===== config.mk =====
export PLATFORM = sky130hd
export DESIGN_NAME = hft_tap_cell
export DESIGN_NICKNAME = d
export VERILOG_FILES = /design/src/rtl/assert_macros.svh /design/src/rtl/hft_pkg.sv /design/src/rtl/hft_tap_cell.sv
export SDC_FILE = /design/constraint.sdc
export NUM_CORES = 1
export LEC_CHECK = 0
export ABC_AREA = 0
export BUFFER_PORTS_ARGS = -buffer_cell sky130_fd_sc_hd__buf_4
export CAP_MARGIN = 30
export CORE_MARGIN = 5
export CORE_UTILIZATION = 42
export CTS_CLUSTER_DIAMETER = 50
export DETAILED_ROUTE_END_ITERATION = 8
export PLACE_DENSITY_LB_ADDON = 0.15
export SYNTH_ARGS = -nofsm -noshare
export SYNTH_HDL_FRONTEND = slang
export SYNTH_SLANG_ARGS = --single-unit

===== constraint.sdc =====
create_clock -name clk_i -period 0.84 [get_ports clk_i]
set_clock_uncertainty 0.05 [all_clocks]
set_input_delay 0.042 -clock clk_i [delete_from_list [all_inputs] [get_ports clk_i]]
set_output_delay 0.042 -clock clk_i [all_outputs]
set_load 0.03 [all_outputs]

===== src/rtl/assert_macros.svh =====
// assertion macros of the hilbert transformer rtl
// no dependencies; included by hilbert_fir_transformer_top, the file that carries concurrent checks
`ifndef ASSERT_MACROS_SVH
`define ASSERT_MACROS_SVH

// property checked at every rising clock edge outside of reset
`define HFT_ASSERT(lbl, clk, rst_n, prop, msg) \
  lbl: assert property (@(posedge clk) disable iff (!rst_n) (prop)) else $error(msg);

// condition that must never hold outside of reset
`define HFT_ASSERT_NEVER(lbl, clk, rst_n, cond, msg) \
  lbl: assert property (@(posedge clk) disable iff (!rst_n) !(cond)) else $error(msg);

`endif


===== src/rtl/hft_pkg.sv =====
// constants and coefficient rom of the hilbert fir transformer
// no dependencies; used by every module of the block
package hft_pkg;

  localparam int Length      = 31;
  localparam int Delay       = (Length - 1) / 2;
  localparam int SampleWidth = 16;
  localparam int CoefWidth   = 16;
  localparam int CoefFrac    = 15;
  // sum of |coef| is below 2^17, so the sum grows by at most 18 bits
  localparam int AccGuard    = 18;

  typedef logic signed [CoefWidth-1:0] coef_t;

  // hamming windowed 2/(pi*k), q1.15, index is the tap delay
  localparam coef_t CoefRom [Length] = '{
    -16'sd111,   16'sd0, -16'sd192,  16'sd0, -16'sd440,  16'sd0,
    -16'sd922,   16'sd0, -16'sd1753, 16'sd0, -16'sd3213, 16'sd0,
    -16'sd6343,  16'sd0, -16'sd20651, 16'sd0, 16'sd20651, 16'sd0,
     16'sd6343,  16'sd0,  16'sd3213, 16'sd0,  16'sd1753, 16'sd0,
     16'sd922,   16'sd0,  16'sd440,  16'sd0,  16'sd192,  16'sd0,
     16'sd111
  };

endpackage


===== src/rtl/hft_tap_cell.sv =====
// one tap of the transposed fir chain: multiply by a fixed coefficient, add neighbor sum
// depends on hft_pkg
module hft_tap_cell #(
  parameter int            SampleWidth = hft_pkg::SampleWidth,
  parameter int            AccWidth    = hft_pkg::SampleWidth + hft_pkg::AccGuard,
  parameter hft_pkg::coef_t Coef       = '0
) (
  input  logic                       clk_i,
  input  logic                       rst_ni,
  input  logic                       en_i,
  input  logic signed [SampleWidth-1:0] sample_i,
  input  logic signed [AccWidth-1:0]    sum_i,
  output logic signed [AccWidth-1:0]    sum_o
);

  localparam int ProdWidth = SampleWidth + hft_pkg::CoefWidth;

  logic signed [AccWidth-1:0] sum_d, sum_q;

  generate
    if (Coef == '0) begin : g_pass
      // zero tap only delays the partial sum
      assign sum_d = sum_i;
    end else begin : g_mac
      logic signed [ProdWidth-1:0] prod;
      assign prod  = ProdWidth'(sample_i) * ProdWidth'(Coef);
      assign sum_d = sum_i + AccWidth'(prod);
    end
  endgenerate

  always_ff @(posedge clk_i or negedge rst_ni) begin
    if (!rst_ni) begin
      sum_q <= '0;
    end else if (en_i) begin
      sum_q <= sum_d;
    end
  end

  assign sum_o = sum_q;

endmodule


==> metrics.md, run 1 <==
| Metric | Value |
|---|---|
| Grt ovf | 0 |
| Register area share after synthesis | 60.02% |
| Hold Buf Count CTS | 35 |
| CTS tree | built |
| Commonest non-fill, non-tap cell in the layout | buf_6 |
| Area contributors post-synth | dfrtp_1 60%, mux2_4 32%, buf_12 4.2% |
| Via/cell ratio | 4.379 |
| Synth warn | 0 |
| Fin area | 2779 sq um |
| Critical Path Fanout Max | 2 |
| Fin crit share | 123.6% |
| CP Class | flip-flop to output port |
| Worst R2R Setup Slack | -0.16 ns |
| Number of diodes | 0 |
| Synth Area in Simple Gates | 0% |
| Max incr delay on CP | 0.45 ns |
| Area delta synth->final | 96.03% |
| Starting Density | 42.82% |
| Post-synthesis compound-gate area fraction | 0% |
| Relative slew slack | 71.06% |
| Dpl ws | -0.03522 ns |
| CP required | 0.75 ns |
| Area after DPL | 2034 sq um |
| Critical path cell sequence | buf_6 |
| Distinct cells, synth | 5 |
| Nets | 254 |
| Outcome | finished, violations left |
| Clock transition at path regs | 0.12 ns |
| Max Slew Vio Count | 0 |
| Initial antenna violation count | 0 |
| H-tree levels | 2 |
| Final hold violations | 0 |
| Avg WL per Cell | 16.64 um |
| RSZ-0062 raised after global routing | yes |
| Largest family of logic cells by synthesized area | multiplexers |
| Yosys top cell by area | dfrtp_1 |
| Dpl cells | 189 |
| Drt initial violations | 32 |
| Seq cells post-synth | 34 |
| Initial DRT Pass Iterations | 2 |
| Delay-heaviest family, CP | flip-flops |
| Final WS setup | -0.1981 ns |
| VDD IR max | 1.222 mV |
| Critical path launch point type | flip-flop |
| Post-synthesis adder-cell area fraction | 0% |
| Vias in the first global route | 1,241 |
| Post-route ant nets | 0 |
| Die Wd | 68.10 um |
| I/O Buffers | 70 |
| Hold Path Class | primary input to flip-flop |
| CTS root buf | clkbuf_4 |
| GRT Overall Usage | 17.81% |
| Vias | 1,086 |
| Final Total Pwr | 4.739 mW |
| Ports | 87 |
| Final WL | 4127 um |
| Netlist Area Pre-Place | 1418 sq um |
| Post-synthesis mux area share | 34.95% |
| Core area | 3311 sq um |
| DP HPWL | 2278 um |
| Placement row count | 21 |
| Critical path's slowest cell | dfrtp_2 |
| Synth top area share | 60.02% |
| Max Cap Viol | 0 |
| Full die area | 4637 sq um |
| Cell Pwr Density | 1705 nW/um^2 |
| Worst-margin pin slew | 0.4341 ns |
| Static leakage | 1.322 nW |
| Crit path arrival time | 0.95 ns |
| Most frequent cells in the layout | 50 x buf_6, 39 x buf_4, 35 x dlygate4sd3_1, 34 x dfrtp_2, 31 x mux2_4 |
| Mapped Nets | 125 |
| Largest register FFs | 34 |
| Xor-xnor portion of the synthesized cell area | 0% |
| CTS buffer count | 5 |
| CTS max path bufs | 2 |
| First-pass GRT wire length | 5837 um |
| Final Critical Period | 1.038 ns |
| Die height | 68.10 um |
| Fillers | 186 |
| CTS Sinks | 34 |
| Average cell area after synthesis | 19.69 sq um |
| Post-Syn Instances | 72 |
| Endpoint kind of the worst setup timing path | output port |
| Share of cells above drive strength 1 | 82.67% |
| Setup TNS | -7.759 ns |
| FMAX | 963.3 MHz |
| Gpl congestion | 0.6430 |
| Failing checks | setup timing |
| Setup Viol. Count Final | 66 |
| Bufs and invs on worst path | 1 |
| Layout Cells excl Fill | 248 |
| Clk_lat worst skew | 0.33 ns |
| Drt drc | 0 |
| Largest net degree at the start of global routing | 35 |
-- where the power goes --
group,switching (mW),internal [mW],leakage (nW),total (mW)
clock network,0.594,0.624,0.0374,1.22
logic,0.632,0.913,0.921,1.54
registers,0.145,1.83,0.363,1.98
-- worst paths after layout --
| check | start | to | depth (start not counted) |
|---|---|---|---|
| setup / recovery | sum_o[12] | sum_o[12] | 1 |
| hold / removal | en_i | sum_o[1] | 2 |
| setup reg to reg | sum_o[20] | sum_o[20] | 2 |
| hold reg to reg | sum_o[7] | sum_o[7] | 1 |
| max in group asynchronous | rst_ni | sum_o[33] | 2 |
| min in group asynchronous | rst_ni | sum_o[9] | 2 |
-- cell families (layout without fill, tap and decap cells) --
group	Yosys count	count (layout)
buffers and inverters	4	134
DFF	34	34
muxes	34	34
-- Yosys cell counts --
master    n
mux2_4   30
mux2_2    4
buf_6     1
dfrtp_1  34
buf_12    3
-- through the flow --
stage          hold slack [ns]  util [%]
5_1_grt              -0.008120     83.94
4_1_cts               -0.02056     80.88
2_1_floorplan          -0.3036         -
6_report             0.0002339     83.94
3_3_place_gp          -0.04496     61.45
3_5_place_dp          -0.03102     61.45
-- per-layer routing --
layer | share of wire (%) | track usage (%) | routed length [um] | vias to the layer above
li1 | - | - | - | 508
met1 | 39 | 18.48 | 1616 | 520
met2 | 52 | 31.89 | 2141 | 48
met3 | 7.1 | 5.747 | 292 | 10
met4 | 1.9 | 8.933 | 77 | 0
met5 | 0 | 0 | 0 | -
-- timing repair --
| action | 4_1_cts | 5_1_grt |
|---|---|---|
| endpoints found under the hold margin | 68 | 2 |
| endpoints found under the setup margin | 46 | 68 |
| setup buffers | 9 | 7 |
| gates resized for setup | 38 | 13 |
-- cell type report --
cell class	instances	area [sq um]	area share (%)
clock buffers	5	37.54	1.351
repair buffers	126	1246	44.84
multi-input cells	34	499.2	17.96
clock inverters	3	45.04	1.621
well taps	46	57.56	2.071
flip-flops and latches	34	893.4	32.15
(Power assumes the default switching activity.)
==> inputs of run 2 (changes only) <==
- PLACE_DENSITY: default -> 0.79
- PLACE_DENSITY_LB_ADDON: 0.15 -> default
==> run 2 against run 1 <==
  * Power is 5.6% higher
  * Sequential share of layout area is 0.16 points higher
  * Critical path depth stayed put
  * Global-route usage is 2.8 points higher
  * Final area is 0.50% lower
  * Setup slack better by 0.027 ns
  * Core utilization is 0.42 points lower
  * The flow still finishes with violations (setup timing)
  * Register-to-register slack better by 0.02 ns
  * Highest routed layer unchanged
  * Largest cell class unchanged
  * Routed wire length is 10% higher
  * Sequential power hardly changed
  * Combinational power hardly changed
  * First-iteration DRC count is 50% higher
==> metrics.md, run 2 (synthesis gave the netlist of run 1 again) <==
| Metric | Value |
|---|---|
| Die height | 68.10 um (unchanged) |
| Drt drc | 0 (unchanged) |
| Die Wd | 68.10 um (unchanged) |
| Setup TNS | -7.103 ns (+0.6558 ns) |
| Ports | 87 (unchanged) |
| Initial DRT Pass Iterations | 4 (+2) |
| Avg WL per Cell | 18.59 um (+12%) |
| CP required | 0.75 ns (about the same) |
| RSZ-0062 raised after global routing | yes |
| Cell Pwr Density | 1810 nW/um^2 (+6.1%) |
| Fin crit share | 120.4% (-3.2 points) |
| Area after DPL | 2027 sq um (-0.37%) |
| Full die area | 4637 sq um (unchanged) |
| Dpl ws | -0.01581 ns (+0.01941 ns) |
| Vias | 1,090 (+0.37%) |
| CP Class | flip-flop to output port |
| Max Cap Viol | 0 (unchanged) |
| Final Total Pwr | 5.005 mW (+5.6%) |
| Worst hold margin | 0.08058 ns (+0.08035 ns) |
| Critical path cell sequence | buf_6 |
| Share of cells above drive strength 1 | 82.41% (-0.26 points) |
| Area delta synth->final | 95.06% |
| Final core utilization | 83.52% (-0.42 points) |
| CTS root buf | clkbuf_4 |
| Worst-margin pin slew | 0.4363 ns (+0.002208 ns) |
| Nets | 251 (-1.2%) |
| FMAX | 988.6 MHz (+2.6%) |
| Largest net degree at the start of global routing | 35 (unchanged) |
| Starting Density | 42.82% (unchanged) |
| Critical path's slowest cell | dfrtp_2 |
| H-tree levels | 2 (unchanged) |
| Failing checks | setup timing |
| CTS tree | built |
| Clk_lat worst skew | 0.33 ns (about the same) |
| Dpl cells | 188 (-0.53%) |
| Endpoint kind of the worst setup timing path | output port |
| Gpl congestion | 0.6465 (+0.54%) |
| Grt ovf | 0 (unchanged) |
| Hold Path Class | primary input to flip-flop |
| Setup Viol. Count Final | 65 (-1.5%) |
| CTS buffer count | 5 (unchanged) |
| Commonest non-fill, non-tap cell in the layout | buf_6 |
| VDD IR max | 1.294 mV (+5.9%) |
| Max Slew Vio Count | 0 (unchanged) |
| Critical Path Fanout Max | 2 (unchanged) |
| Final hold violations | 0 (unchanged) |
| Largest register FFs | 34 (unchanged) |
| Delay-heaviest family, CP | flip-flops |
| Layout Cells excl Fill | 245 (-1.2%) |
| Static leakage | 1.321 nW (-0.11%) |
| I/O Buffers | 70 (unchanged) |
| Via/cell ratio | 4.449 (+1.6%) |
| Vias in the first global route | 1,333 (+7.4%) |
| Max incr delay on CP | 0.44 ns (about the same) |
| CTS max path bufs | 2 (unchanged) |
| CTS Sinks | 34 (unchanged) |
| Placement row count | 21 (unchanged) |
| Final Critical Period | 1.011 ns (-0.02664 ns) |
| Core area | 3311 sq um (unchanged) |
| Drt initial violations | 48 (+50%) |
| Outcome | finished, violations left |
| First-pass GRT wire length | 6755 um (+16%) |
| Final WS setup | -0.1715 ns (+0.02664 ns) |
| Initial antenna violation count | 0 (unchanged) |
| Critical path launch point type | flip-flop |
| Number of diodes | 0 (unchanged) |
| Crit path arrival time | 0.92 ns (-0.03 ns) |
| Post-route ant nets | 0 (unchanged) |
| Final WL | 4554 um (+10%) |
| DP HPWL | 2282 um (+0.18%) |
| Relative slew slack | 70.91% (-0.15 points) |
| Most frequent cells in the layout | 46 x buf_6, 40 x buf_4, 35 x dlygate4sd3_1, 34 x dfrtp_2, 31 x mux2_4 |
| Bufs and invs on worst path | 1 (unchanged) |
| Fin area | 2765 sq um (-0.50%) |
| Clock transition at path regs | 0.11 ns (about the same) |
| GRT Overall Usage | 20.60% (+2.8 points) |
run 2: changes by cell type in the layout (fill, tap and decap cells not counted):
cell        delta
buf_4          +1
buf_6          -4
bufinv_16      +1
clkinv_4       +1
clkinvlp_4     -2
run 2: area by class of cell:
class                   instances  area (sq um)
repair buffers                123          1209
flip-flops and latches         34         893.4
fillers                       190         545.5
multi-input cells              34         499.2
clock inverters                 3         68.82
well taps                      46         57.56
clock buffers                   5         37.54
run 2: routing by layer:
layer  wire length [um]  track usage (%)  vias to the layer above
met5                  0                0                        -
met4                233            12.16                        0
met3                156            3.777                       16
met2               2673            39.35                       41
met1               1491            20.29                      534
li1                   -                -                      499
run 2: repair_timing:
| action | CTS | global route |
|---|---|---|
| buffers inserted | 11 | 3 |
| endpoints found under the setup margin | 44 | 68 |
| hold buffers | 35 | 0 |
| gates resized for setup | 40 | 7 |
| hold endpoints to repair | 68 | 0 |
run 2: power breakdown:
group	total, mW	internal [mW]	switching (mW)
Sequential	1.97	1.83	0.138
Combinational	1.54	0.889	0.647
Clock	1.50	0.931	0.570
run 2: worst paths after layout:
check / startpoint / to / slack [ns] / depth (start not counted)
setup / recovery: sum_o[30] / sum_o[30] / -0.17 / 1
hold / removal: en_i / sum_o[33] / 0.08 / 3
setup reg to reg: sum_o[28] / sum_o[28] / -0.14 / 2
hold reg to reg: sum_o[6] / sum_o[6] / 0.49 / 1
max in group asynchronous: rst_ni / sum_o[7] / 0.22 / 2
min in group asynchronous: rst_ni / sum_o[29] / 0.19 / 2
