--- src/rtl/assert_macros.svh ---
// assertion macros of the hilbert transformer rtl
// no dependencies; included by hilbert_fir_transformer_top, the file that carries concurrent checks
`ifndef ASSERT_MACROS_SVH
`define ASSERT_MACROS_SVH

// property checked at every rising clock edge outside of reset
`define HFT_ASSERT(lbl, clk, rst_n, prop, msg) \
  lbl: assert property (@(posedge clk) disable iff (!rst_n) (prop)) else $error(msg);

// condition that must never hold outside of reset
`define HFT_ASSERT_NEVER(lbl, clk, rst_n, cond, msg) \
  lbl: assert property (@(posedge clk) disable iff (!rst_n) !(cond)) else $error(msg);

`endif

--- src/rtl/hft_pkg.sv ---
// constants and coefficient rom of the hilbert fir transformer
// no dependencies; used by every module of the block
package hft_pkg;

  localparam int Length      = 31;
  localparam int Delay       = (Length - 1) / 2;
  localparam int SampleWidth = 16;
  localparam int CoefWidth   = 16;
  localparam int CoefFrac    = 15;
  // sum of |coef| is below 2^17, so the sum grows by at most 18 bits
  localparam int AccGuard    = 18;

  typedef logic signed [CoefWidth-1:0] coef_t;

  // hamming windowed 2/(pi*k), q1.15, index is the tap delay
  localparam coef_t CoefRom [Length] = '{
    -16'sd111,   16'sd0, -16'sd192,  16'sd0, -16'sd440,  16'sd0,
    -16'sd922,   16'sd0, -16'sd1753, 16'sd0, -16'sd3213, 16'sd0,
    -16'sd6343,  16'sd0, -16'sd20651, 16'sd0, 16'sd20651, 16'sd0,
     16'sd6343,  16'sd0,  16'sd3213, 16'sd0,  16'sd1753, 16'sd0,
     16'sd922,   16'sd0,  16'sd440,  16'sd0,  16'sd192,  16'sd0,
     16'sd111
  };

endpackage

--- src/rtl/hft_delay_line.sv ---
// sample delay line for the group delay output, last stage is the output register
// depends on hft_pkg
module hft_delay_line #(
  parameter int SampleWidth = hft_pkg::SampleWidth,
  parameter int Depth       = hft_pkg::Delay + 1
) (
  input  logic                   clk_i,
  input  logic                   rst_ni,
  input  logic                   en_i,
  input  logic [SampleWidth-1:0] sample_i,
  output logic [SampleWidth-1:0] sample_o
);

  logic [SampleWidth-1:0] stage_q [Depth];

  always_ff @(posedge clk_i or negedge rst_ni) begin
    if (!rst_ni) begin
      for (int i = 0; i < Depth; i++) begin
        stage_q[i] <= '0;
      end
    end else if (en_i) begin
      stage_q[0] <= sample_i;
      for (int i = 1; i < Depth; i++) begin
        stage_q[i] <= stage_q[i-1];
      end
    end
  end

  assign sample_o = stage_q[Depth-1];

endmodule

--- config.mk ---
export PLATFORM = sky130hd
export DESIGN_NAME = hft_delay_line
export DESIGN_NICKNAME = d
export VERILOG_FILES = /design/src/rtl/assert_macros.svh /design/src/rtl/hft_pkg.sv /design/src/rtl/hft_delay_line.sv
export SDC_FILE = /design/constraint.sdc
export NUM_CORES = 1
export LEC_CHECK = 0
export BUFFER_PORTS_ARGS = -buffer_cell sky130_fd_sc_hd__buf_4
export CAP_MARGIN = 5
export CORE_AREA = 5 5 139 141
export CTS_BUF_LIST = sky130_fd_sc_hd__clkbuf_4 sky130_fd_sc_hd__clkbuf_8
export CTS_CLUSTER_SIZE = 10
export DETAILED_ROUTE_END_ITERATION = 16
export DIE_AREA = 0 0 144 146
export PLACE_DENSITY = 0.69
export REMOVE_ABC_BUFFERS = 1
export SYNTH_ARGS = -nofsm -noshare
export SYNTH_HDL_FRONTEND = slang
export SYNTH_SLANG_ARGS = --single-unit
--- constraint.sdc ---
create_clock -name clk_i -period 1.2 [get_ports clk_i]
set_clock_uncertainty 0.1 [all_clocks]
set_input_delay 0.12 -clock clk_i [delete_from_list [all_inputs] [get_ports clk_i]]
set_output_delay 0.12 -clock clk_i [all_outputs]
set_load 0.02 [all_outputs]
==> impl_metrics.tcl, run 1 <==
set metrics [dict create \
    grt-ovfl-total 0 \
    area_growth_pct 16.1 \
    post-place-ws_ns -0.00481 \
    p_total_mw 26.0 \
    die_h_um 146 \
    num_antenna_cells 0 \
    rrSetupSlack_ns 0.08 \
    whs_ns -0.0322 \
    tns_ns -1.24 \
    fin_ws_ns -0.114 \
    cts_tree "yes" \
    portBuffers 34 \
    period_minus_slack_ns 1.31 \
    max_stage_delay_ns 0.42 \
    tightest_slew_ns 0.450 \
    grt_pass1_wl_mm 23.7 \
    violations "negative hold slack, negative setup slack" \
    cp_top_family "flip-flops" \
    setup_viol 23 \
    start_util 0.544 \
    place_inst 796 \
    dieArea_um2 21000 \
    fin_cells 892 \
    ys_warn_count 0 \
    crit_path_top_delay_cell "dfrtp_1" \
    syn-cell-area_um2 9710 \
    r2r_end "sample_o[15]" \
    setup.worst_path.class "register to output pin" \
    ctsRootBufferMaster "clkbuf_8" \
    cp-start-kind "register" \
    h-tree-depth 2 \
    clk-insertion-delay-late_ns 0.53 \
    io_pins 35 \
    final_util 0.632 \
    gp_congestion 0.693 \
    ir_drop_v 0.00131 \
    drt-total-wl_mm 13.2 \
    design.core.area_um2 17800 \
    num_vias 4543 \
    r2r_start "sample_o[15]" \
    die_x_um 144 \
    clock_path_buffers 3 \
    cts.clk_slew.worst_paths_ns 0.06 \
    hpwl_mm 8.03 \
    p_leak_nw 5.01 \
    max-slew-margin-rel 0.699 \
    fill_cells 1312 \
    crit_start "sample_o[5]" \
    drt_pass1_iterations 4 \
    cp_max_fo 2 \
    rows 49 \
    yosysUniqueCellTypes 5 \
    p_per_area_nw_per_um2 2310 \
    ant_nets 0 \
    rsz0062_at_grt "yes" \
    grt_usage 0.136 \
    drc_errors 0 \
    fmax_mhz 761 \
    endpoint_kind "output pin" \
    postSynthCellCount 556 \
    antenna_found_initial 0 \
    ys_seq_area_frac 0.659 \
    drt_iter0_drc 218 \
    cts-buffers-inserted 42 \
    placed_area_um2 10100 \
    r2r_cells 3 \
    grt_max_degree 45 \
    cts_sinks 256 \
    fin_area_um2 11300 \
    first_global_vias 5126 \
    crit_buf_inv 1 \
    drive_above_1_share 0.584 \
    wl_per_cell_um 14.8 \
    status "finished with violations" \
    maxCapViolations 0 \
    cp_cell_sequence "buf_6" \
    slew_viol_final 0 \
    hold_viol_final 21 \
    vias_per_cell 5.09 \
    fin_nets 655 \
    cp.required_ns 0.98 \
    worstPathArrival_ns 1.09 \
    holdCritPathClass "input pin to asynchronous set/reset pin" \
    ys_seq_elements 256 \
    synth_area_per_cell_um2 17.5 \
    fin_crit_sh 1.10 \
]
[worst max-delay path by stage]
stage	to	slack, ns	cells after the start
after CTS	sample_o[5]	-0.15	1
after global placement	stage_q[138]	0.02	3
final	sample_o[5]	-0.11	1
after global routing	sample_o[5]	-0.16	1
after floorplan	sample_o[0]	0.27	1
after detailed placement	stage_q[218]	-0.005	3
[where the power goes]
group          internal, mW  total (mW)  switching (mW)
Sequential             11.9        13.6            1.62
Clock                  4.50        7.62            3.12
Combinational          3.27        4.86            1.60
Total                  19.7        26.0            6.34
[state kept, by name (all words and copies together), names as in the netlist]
| name | count |
|---|---|
| sample_o | 16 |
| stage_q | 240 |
[cell type report]
type	instances	area (um2)	share of cell area
Sequential cell	256	6410	0.568
Tap cell	229	287	0.0254
Timing Repair Buffer	80	826	0.0732
Clock buffer	66	815	0.0722
Multi-Input combinational cell	256	2880	0.256
Clock inverter	5	58.8	0.00522
[metal layers]
metal | track usage | part of all wire
met1 | 0.169 | 0.42
met2 | 0.224 | 0.52
met3 | 0.0371 | 0.037
met4 | 0.0551 | 0.022
met5 | 0 | 0
[cell families after synthesis]
| kind of cell | Yosys count | synth area share |
|---|---|---|
| buffers and inverters | 44 | 0.0438 |
| DFF | 256 | 0.659 |
| muxes | 256 | 0.297 |
[placed cells by master (no fill, tap or decap), drive strengths merged]
master / Yosys / routed
buf: 44 / 60
bufinv: 0 / 1
clkbuf: 0 / 66
clkinv: 0 / 1
clkinvlp: 0 / 2
dfrtp: 256 / 256
dlygate4sd3: 0 / 20
inv: 0 / 1
mux2: 256 / 256
[cell usage after synthesis]
cell       n  area, um2
dfrtp_1  256       6410
mux2_2   256       2880
buf_6     26        293
buf_4     17        128
buf_2      1       5.00
[timing repair]
| action | CTS | global route |
|---|---|---|
| resized for setup | 16 | 0 |
| setup buffers | 4 | 1 |
| hold buffers | 20 | 1 |
| setup endpoints to repair | 16 | 23 |
| hold endpoints to repair | 280 | 36 |
| pin swaps | 0 | 0 |
Note: power is estimated with default switching activity, not from simulation.
==> run 2: changes to the inputs <==
--- a/config.mk
+++ b/config.mk
@@ -6,13 +6,13 @@
 export NUM_CORES = 1
 export LEC_CHECK = 0
 export BUFFER_PORTS_ARGS = -buffer_cell sky130_fd_sc_hd__buf_4
-export CAP_MARGIN = 5
-export CORE_AREA = 5 5 139 141
+export CAP_MARGIN = 20
+export CORE_AREA = 5 5 115 171
 export CTS_BUF_LIST = sky130_fd_sc_hd__clkbuf_4 sky130_fd_sc_hd__clkbuf_8
 export CTS_CLUSTER_SIZE = 10
 export DETAILED_ROUTE_END_ITERATION = 16
-export DIE_AREA = 0 0 144 146
-export PLACE_DENSITY = 0.69
+export DIE_AREA = 0 0 120 176
+export PLACE_DENSITY = 0.68
 export REMOVE_ABC_BUFFERS = 1
 export SYNTH_ARGS = -nofsm -noshare
 export SYNTH_HDL_FRONTEND = slang
==> run 2 against run 1 <==
Effect of this change: the run ends with negative setup slack left; critical path depth is the same; core utilization shrank 0.50 points; final area shrank 0.23%; largest cell class unchanged; largest power group unchanged.
==> impl_metrics.tcl, run 2 (same netlist as run 1, synthesis figures left out) <==
set metrics [dict create \
    vias_per_cell 5.17 \
    die_x_um 120 \
    cts.clk_slew.worst_paths_ns 0.06 \
    grt_max_degree 48 \
    first_global_vias 5160 \
    drt_pass1_iterations 3 \
    period_minus_slack_ns 1.27 \
    hold_viol_final 0 \
    largest_register "stage_q" \
    grt_pass1_wl_mm 23.3 \
    grt-ovfl-total 0 \
    num_antenna_cells 0 \
    clock_path_buffers 3 \
    dieArea_um2 21100 \
    h-tree-depth 2 \
    maxCapViolations 0 \
    max-slew-margin-rel 0.764 \
    tightest_slew_ns 0.353 \
    cp.required_ns 0.98 \
    setup_viol 20 \
    cp_top_family "flip-flops" \
    antenna_found_initial 0 \
    cp_max_fo 2 \
    fin_crit_sh 1.06 \
    ir_drop_v 0.00135 \
    design.core.area_um2 17900 \
    violations "negative setup slack" \
    drive_above_1_share 0.582 \
    wl_per_cell_um 14.4 \
    cp_cell_sequence "buf_6" \
    cts-buffers-inserted 38 \
    holdCritPathClass "input pin to asynchronous set/reset pin" \
    clk-insertion-delay-late_ns 0.49 \
    rows 60 \
    fin_area_um2 11200 \
    cp-start-kind "register" \
    die_h_um 176 \
    status "finished with violations" \
    start_util 0.541 \
    cts_sinks 256 \
    crit_path_top_delay_cell "dfrtp_1" \
    drt_iter0_drc 158 \
    io_pins 35 \
    ctsRootBufferMaster "clkbuf_8" \
    setup.worst_path.class "register to output pin" \
    p_per_area_nw_per_um2 2270 \
    num_vias 4527 \
    drt-total-wl_mm 12.6 \
    worstPathArrival_ns 1.05 \
    drc_errors 0 \
    rsz0062_at_grt "yes" \
    fin_ws_ns -0.0726 \
    portBuffers 34 \
    largest_register_ffs 240 \
    crit_buf_inv 1 \
    fin_cells 875 \
    gp_congestion 0.671 \
    final_cell_mix "256 x mux2_2, 256 x dfrtp_1, 51 x clkbuf_8, 29 x buf_4, 19 x dlygate4sd3_1" \
    hpwl_mm 7.98 \
    place_inst 783 \
    max_stage_delay_ns 0.42 \
    slew_viol_final 0 \
    grt_usage 0.129 \
    ant_nets 0 \
    cts_tree "yes" \
    fin_nets 649 \
    endpoint_kind "output pin" \
    p_leak_nw 5.00 \
    area_growth_pct 15.8 \
    fmax_mhz 786 \
    placed_area_um2 10100 \
    post-place-ws_ns 0.0107 \
]
[run 2: what timing repair did]
item	CTS	global route
gates resized for setup	16	1
endpoints found under the hold margin	278	6
setup endpoints to repair	16	25
hold buffers	19	1
setup buffers	4	1
[run 2: routing by layer]
| layer | global-route usage | routed length (um) | up-vias |
|---|---|---|---|
| met5 | 0 | 0 | - |
| met4 | 0.0516 | 268 | 0 |
| met3 | 0.0256 | 410 | 24 |
| met2 | 0.224 | 6650 | 57 |
| met1 | 0.159 | 5250 | 2369 |
| li1 | - | - | 2077 |
[run 2: layout make-up]
type                       count  area, um2
tap                          217        272
clock inverter                 2       10.0
multi-input combinational    256       2880
timing repair buffer          78        863
fill                        1320       6690
clock buffer                  66        815
sequential                   256       6410
[run 2: through the flow]
| step | total power [mW] | utilization | hold slack [ns] | setup TNS, ns |
|---|---|---|---|---|
| after global placement | 17.8 | 0.565 | -0.0568 | 0 |
| after CTS | 26.0 | 0.626 | -0.00353 | -1.25 |
| after floorplan | 16.5 | - | -0.276 | 0 |
| after detailed placement | 18.3 | 0.565 | -0.0574 | 0 |
| final | 25.6 | 0.627 | 0.0119 | -0.576 |
| after global routing | 27.2 | 0.627 | 0.0120 | -1.58 |
[run 2: power breakdown]
part | internal, mW | switching, mW
registers | 11.9 | 1.58
clock network | 4.24 | 2.97
logic | 3.28 | 1.58
[run 2: path summary, 6_finish.rpt]
| kind | to | slack, ns | start | depth (start not counted) |
|---|---|---|---|---|
| max in group asynchronous | stage_q[226] | 0.12 | rst_ni | 3 |
| worst max-delay path | sample_o[9] | -0.07 | sample_o[9] | 1 |
| worst max register to register | sample_o[6] | 0.10 | sample_o[6] | 3 |
| min in group clk_i | stage_q[223] | 0.07 | en_i | 3 |
| worst min-delay path | stage_q[243] | 0.01 | rst_ni | 2 |
| worst min register to register | stage_q[90] | 0.40 | stage_q[106] | 1 |
==> run 3: changes to the inputs <==
--- a/config.mk
+++ b/config.mk
@@ -5,13 +5,13 @@
 export SDC_FILE = /design/constraint.sdc
 export NUM_CORES = 1
 export LEC_CHECK = 0
+export ABC_AREA = 1
 export BUFFER_PORTS_ARGS = -buffer_cell sky130_fd_sc_hd__buf_4
 export CAP_MARGIN = 20
-export CORE_AREA = 5 5 115 171
+export CORE_AREA = 5 5 116 173
 export CTS_BUF_LIST = sky130_fd_sc_hd__clkbuf_4 sky130_fd_sc_hd__clkbuf_8
-export CTS_CLUSTER_SIZE = 10
 export DETAILED_ROUTE_END_ITERATION = 16
-export DIE_AREA = 0 0 120 176
+export DIE_AREA = 0 0 121 178
 export PLACE_DENSITY = 0.68
 export REMOVE_ABC_BUFFERS = 1
 export SYNTH_ARGS = -nofsm -noshare
==> run 3 against run 2 <==
Effect of this change: the flow finishes with violations (negative hold slack, negative setup slack); final area rose by 2.1%; worst setup slack improved by 0.034 ns; first-iteration DRC count increased to 3.9 times the previous value; largest power group unchanged.
==> impl_metrics.tcl, run 3 <==
set metrics [dict create \
    cts_tree "yes" \
    antenna_found_initial 0 \
    die_h_um 178 \
    setup_viol 16 \
    violations "negative hold slack, negative setup slack" \
    h-tree-depth 2 \
    die_x_um 121 \
    p_total_mw 19.8 \
    cts-buffers-inserted 38 \
    drc_errors 0 \
    largest_register "stage_q" \
    cp_max_fo 2 \
    holdCritPathClass "input pin to asynchronous set/reset pin" \
    ys_async_sr_fraction 1.00 \
    drt_iter0_drc 614 \
    vias_per_cell 4.55 \
    clk-insertion-delay-late_ns 0.50 \
    ys_seq_area_frac 0.645 \
    ctsRootBufferMaster "clkbuf_8" \
    synth_commonest_cells "768 x nand2_1, 256 x dfrtp_1, 24 x buf_6, 22 x buf_4, 21 x buf_2" \
    hpwl_mm 8.37 \
    portBuffers 34 \
    synth_top_cell_area_share 0.645 \
    grt_pass1_wl_mm 27.8 \
    max_stage_delay_ns 0.39 \
    final_cell_mix "768 x nand2_1, 256 x dfrtp_1, 54 x buf_4, 48 x clkbuf_8, 21 x dlygate4sd3_1" \
    whs_ns -0.0243 \
    yosysUniqueCellTypes 8 \
    layout_commonest_cell "nand2_1" \
    synth_top_cell_by_area "dfrtp_1" \
    postSynthCellCount 1098 \
    grt-ovfl-total 0 \
    crit_path_top_delay_cell "dfrtp_1" \
    max-slew-margin-rel 0.637 \
    first_global_vias 6174 \
    cp-start-kind "register" \
    cp_cell_sequence "buf_6" \
    p_leak_nw 6.54 \
    rsz0062_at_grt "yes" \
    num_vias 6598 \
    place_inst 1339 \
    ir_drop_v 0.00120 \
    synth_area_per_cell_um2 9.04 \
    fin_ws_ns -0.0381 \
    syn-cell-area_um2 9930 \
    fin_cells 1449 \
    dieArea_um2 21500 \
    fin_nets 1191 \
    synth_top_cells_by_area "dfrtp_1 65%, nand2_1 29%, buf_6 2.7%" \
    clock_path_buffers 3 \
    grt_usage 0.151 \
    synth_most_common_cell "nand2_1" \
    wl_per_cell_um 10.2 \
    fmax_mhz 808 \
    placed_area_um2 10300 \
    start_util 0.540 \
    period_minus_slack_ns 1.24 \
    maxCapViolations 0 \
    area_growth_pct 15.6 \
    rows 61 \
    cts.clk_slew.worst_paths_ns 0.06 \
    fin_area_um2 11500 \
    tns_ns -0.492 \
    crit_buf_inv 1 \
    ant_nets 0 \
    cp_top_family "flip-flops" \
    fin_crit_sh 1.03 \
    worstPathArrival_ns 1.02 \
    post-place-ws_ns 0.177 \
    status "finished with violations" \
    grt_max_degree 55 \
    synth_ff_type "dfrtp_1" \
    io_pins 35 \
    gp_congestion 0.655 \
    synth_edf_count 0 \
    setup.worst_path.class "register to output pin" \
    hold_viol_final 19 \
    ys_seq_elements 256 \
    p_per_area_nw_per_um2 1720 \
    largest_register_ffs 240 \
    design.core.area_um2 18400 \
    cp.required_ns 0.98 \
    slew_viol_final 0 \
    drt-total-wl_mm 14.8 \
    tightest_slew_ns 0.544 \
    endpoint_kind "output pin" \
    drive_above_1_share 0.126 \
    final_util 0.624 \
    drt_pass1_iterations 5 \
    num_antenna_cells 0 \
    cts_sinks 256 \
    ys_warn_count 0 \
]
## run 3: cell types whose count changed after synthesis
cell,delta
nand2_1,+768
buf_2,+20
buf_6,-2
mux2_2,-256
buf_12,+1
inv_4,+1
buf_4,+5
buf_8,+5
## run 3: repair_timing
| action | in CTS | in global routing |
|---|---|---|
| endpoints found under the hold margin | 295 | 33 |
| gates cloned | 0 | 0 |
| setup buffers | 14 | 9 |
| hold buffers | 22 | 1 |
| gates resized for setup | 16 | 1 |
| setup endpoints to repair | 16 | 36 |
## run 3: per-layer routing
layer,part of all wire,GRT usage,vias to the layer above
met5,0,0,-
met4,0.022,0.0548,0
met3,0.039,0.0244,28
met2,0.45,0.241,94
met1,0.49,0.211,3060
li1,-,-,3416
## run 3: where the power goes
part | total [mW] | internal [mW] | switching (mW)
Combinational | 2.30 | 1.07 | 1.23
Clock | 6.92 | 3.93 | 3.00
Sequential | 10.6 | 9.92 | 0.660
## run 3: final cells by class
| class | instances | area, um2 |
|---|---|---|
| well taps | 252 | 315 |
| clock buffers | 60 | 744 |
| repair buffers | 107 | 1100 |
| clock inverters | 5 | 27.5 |
| flip-flops and latches | 256 | 6410 |
| inverters | 1 | 11.3 |
| fillers | 1590 | 6910 |
| multi-input cells | 768 | 2880 |
## run 3: kinds of logic (layout without fill, tap and decap cells)
kind of cell / count (synthesis) / count (layout) / synth area share
AND/OR/NAND/NOR: 768 / 768 / 0.290
flip-flops: 256 / 256 / 0.645
buffers and inverters: 74 / 173 / 0.0646
## run 3: path summary, 6_finish.rpt
kind,from,end,slack (ns),cells after the start
setup / recovery,sample_o[15],sample_o[15],-0.04,1
hold / removal,rst_ni,stage_q[220],-0.02,2
setup reg to reg,sample_o[1],sample_o[1],0.26,4
hold reg to reg,stage_q[57],stage_q[57],0.37,2
max in group asynchronous,rst_ni,stage_q[36],0.48,3
min in group clk_i,en_i,stage_q[217],0.05,5
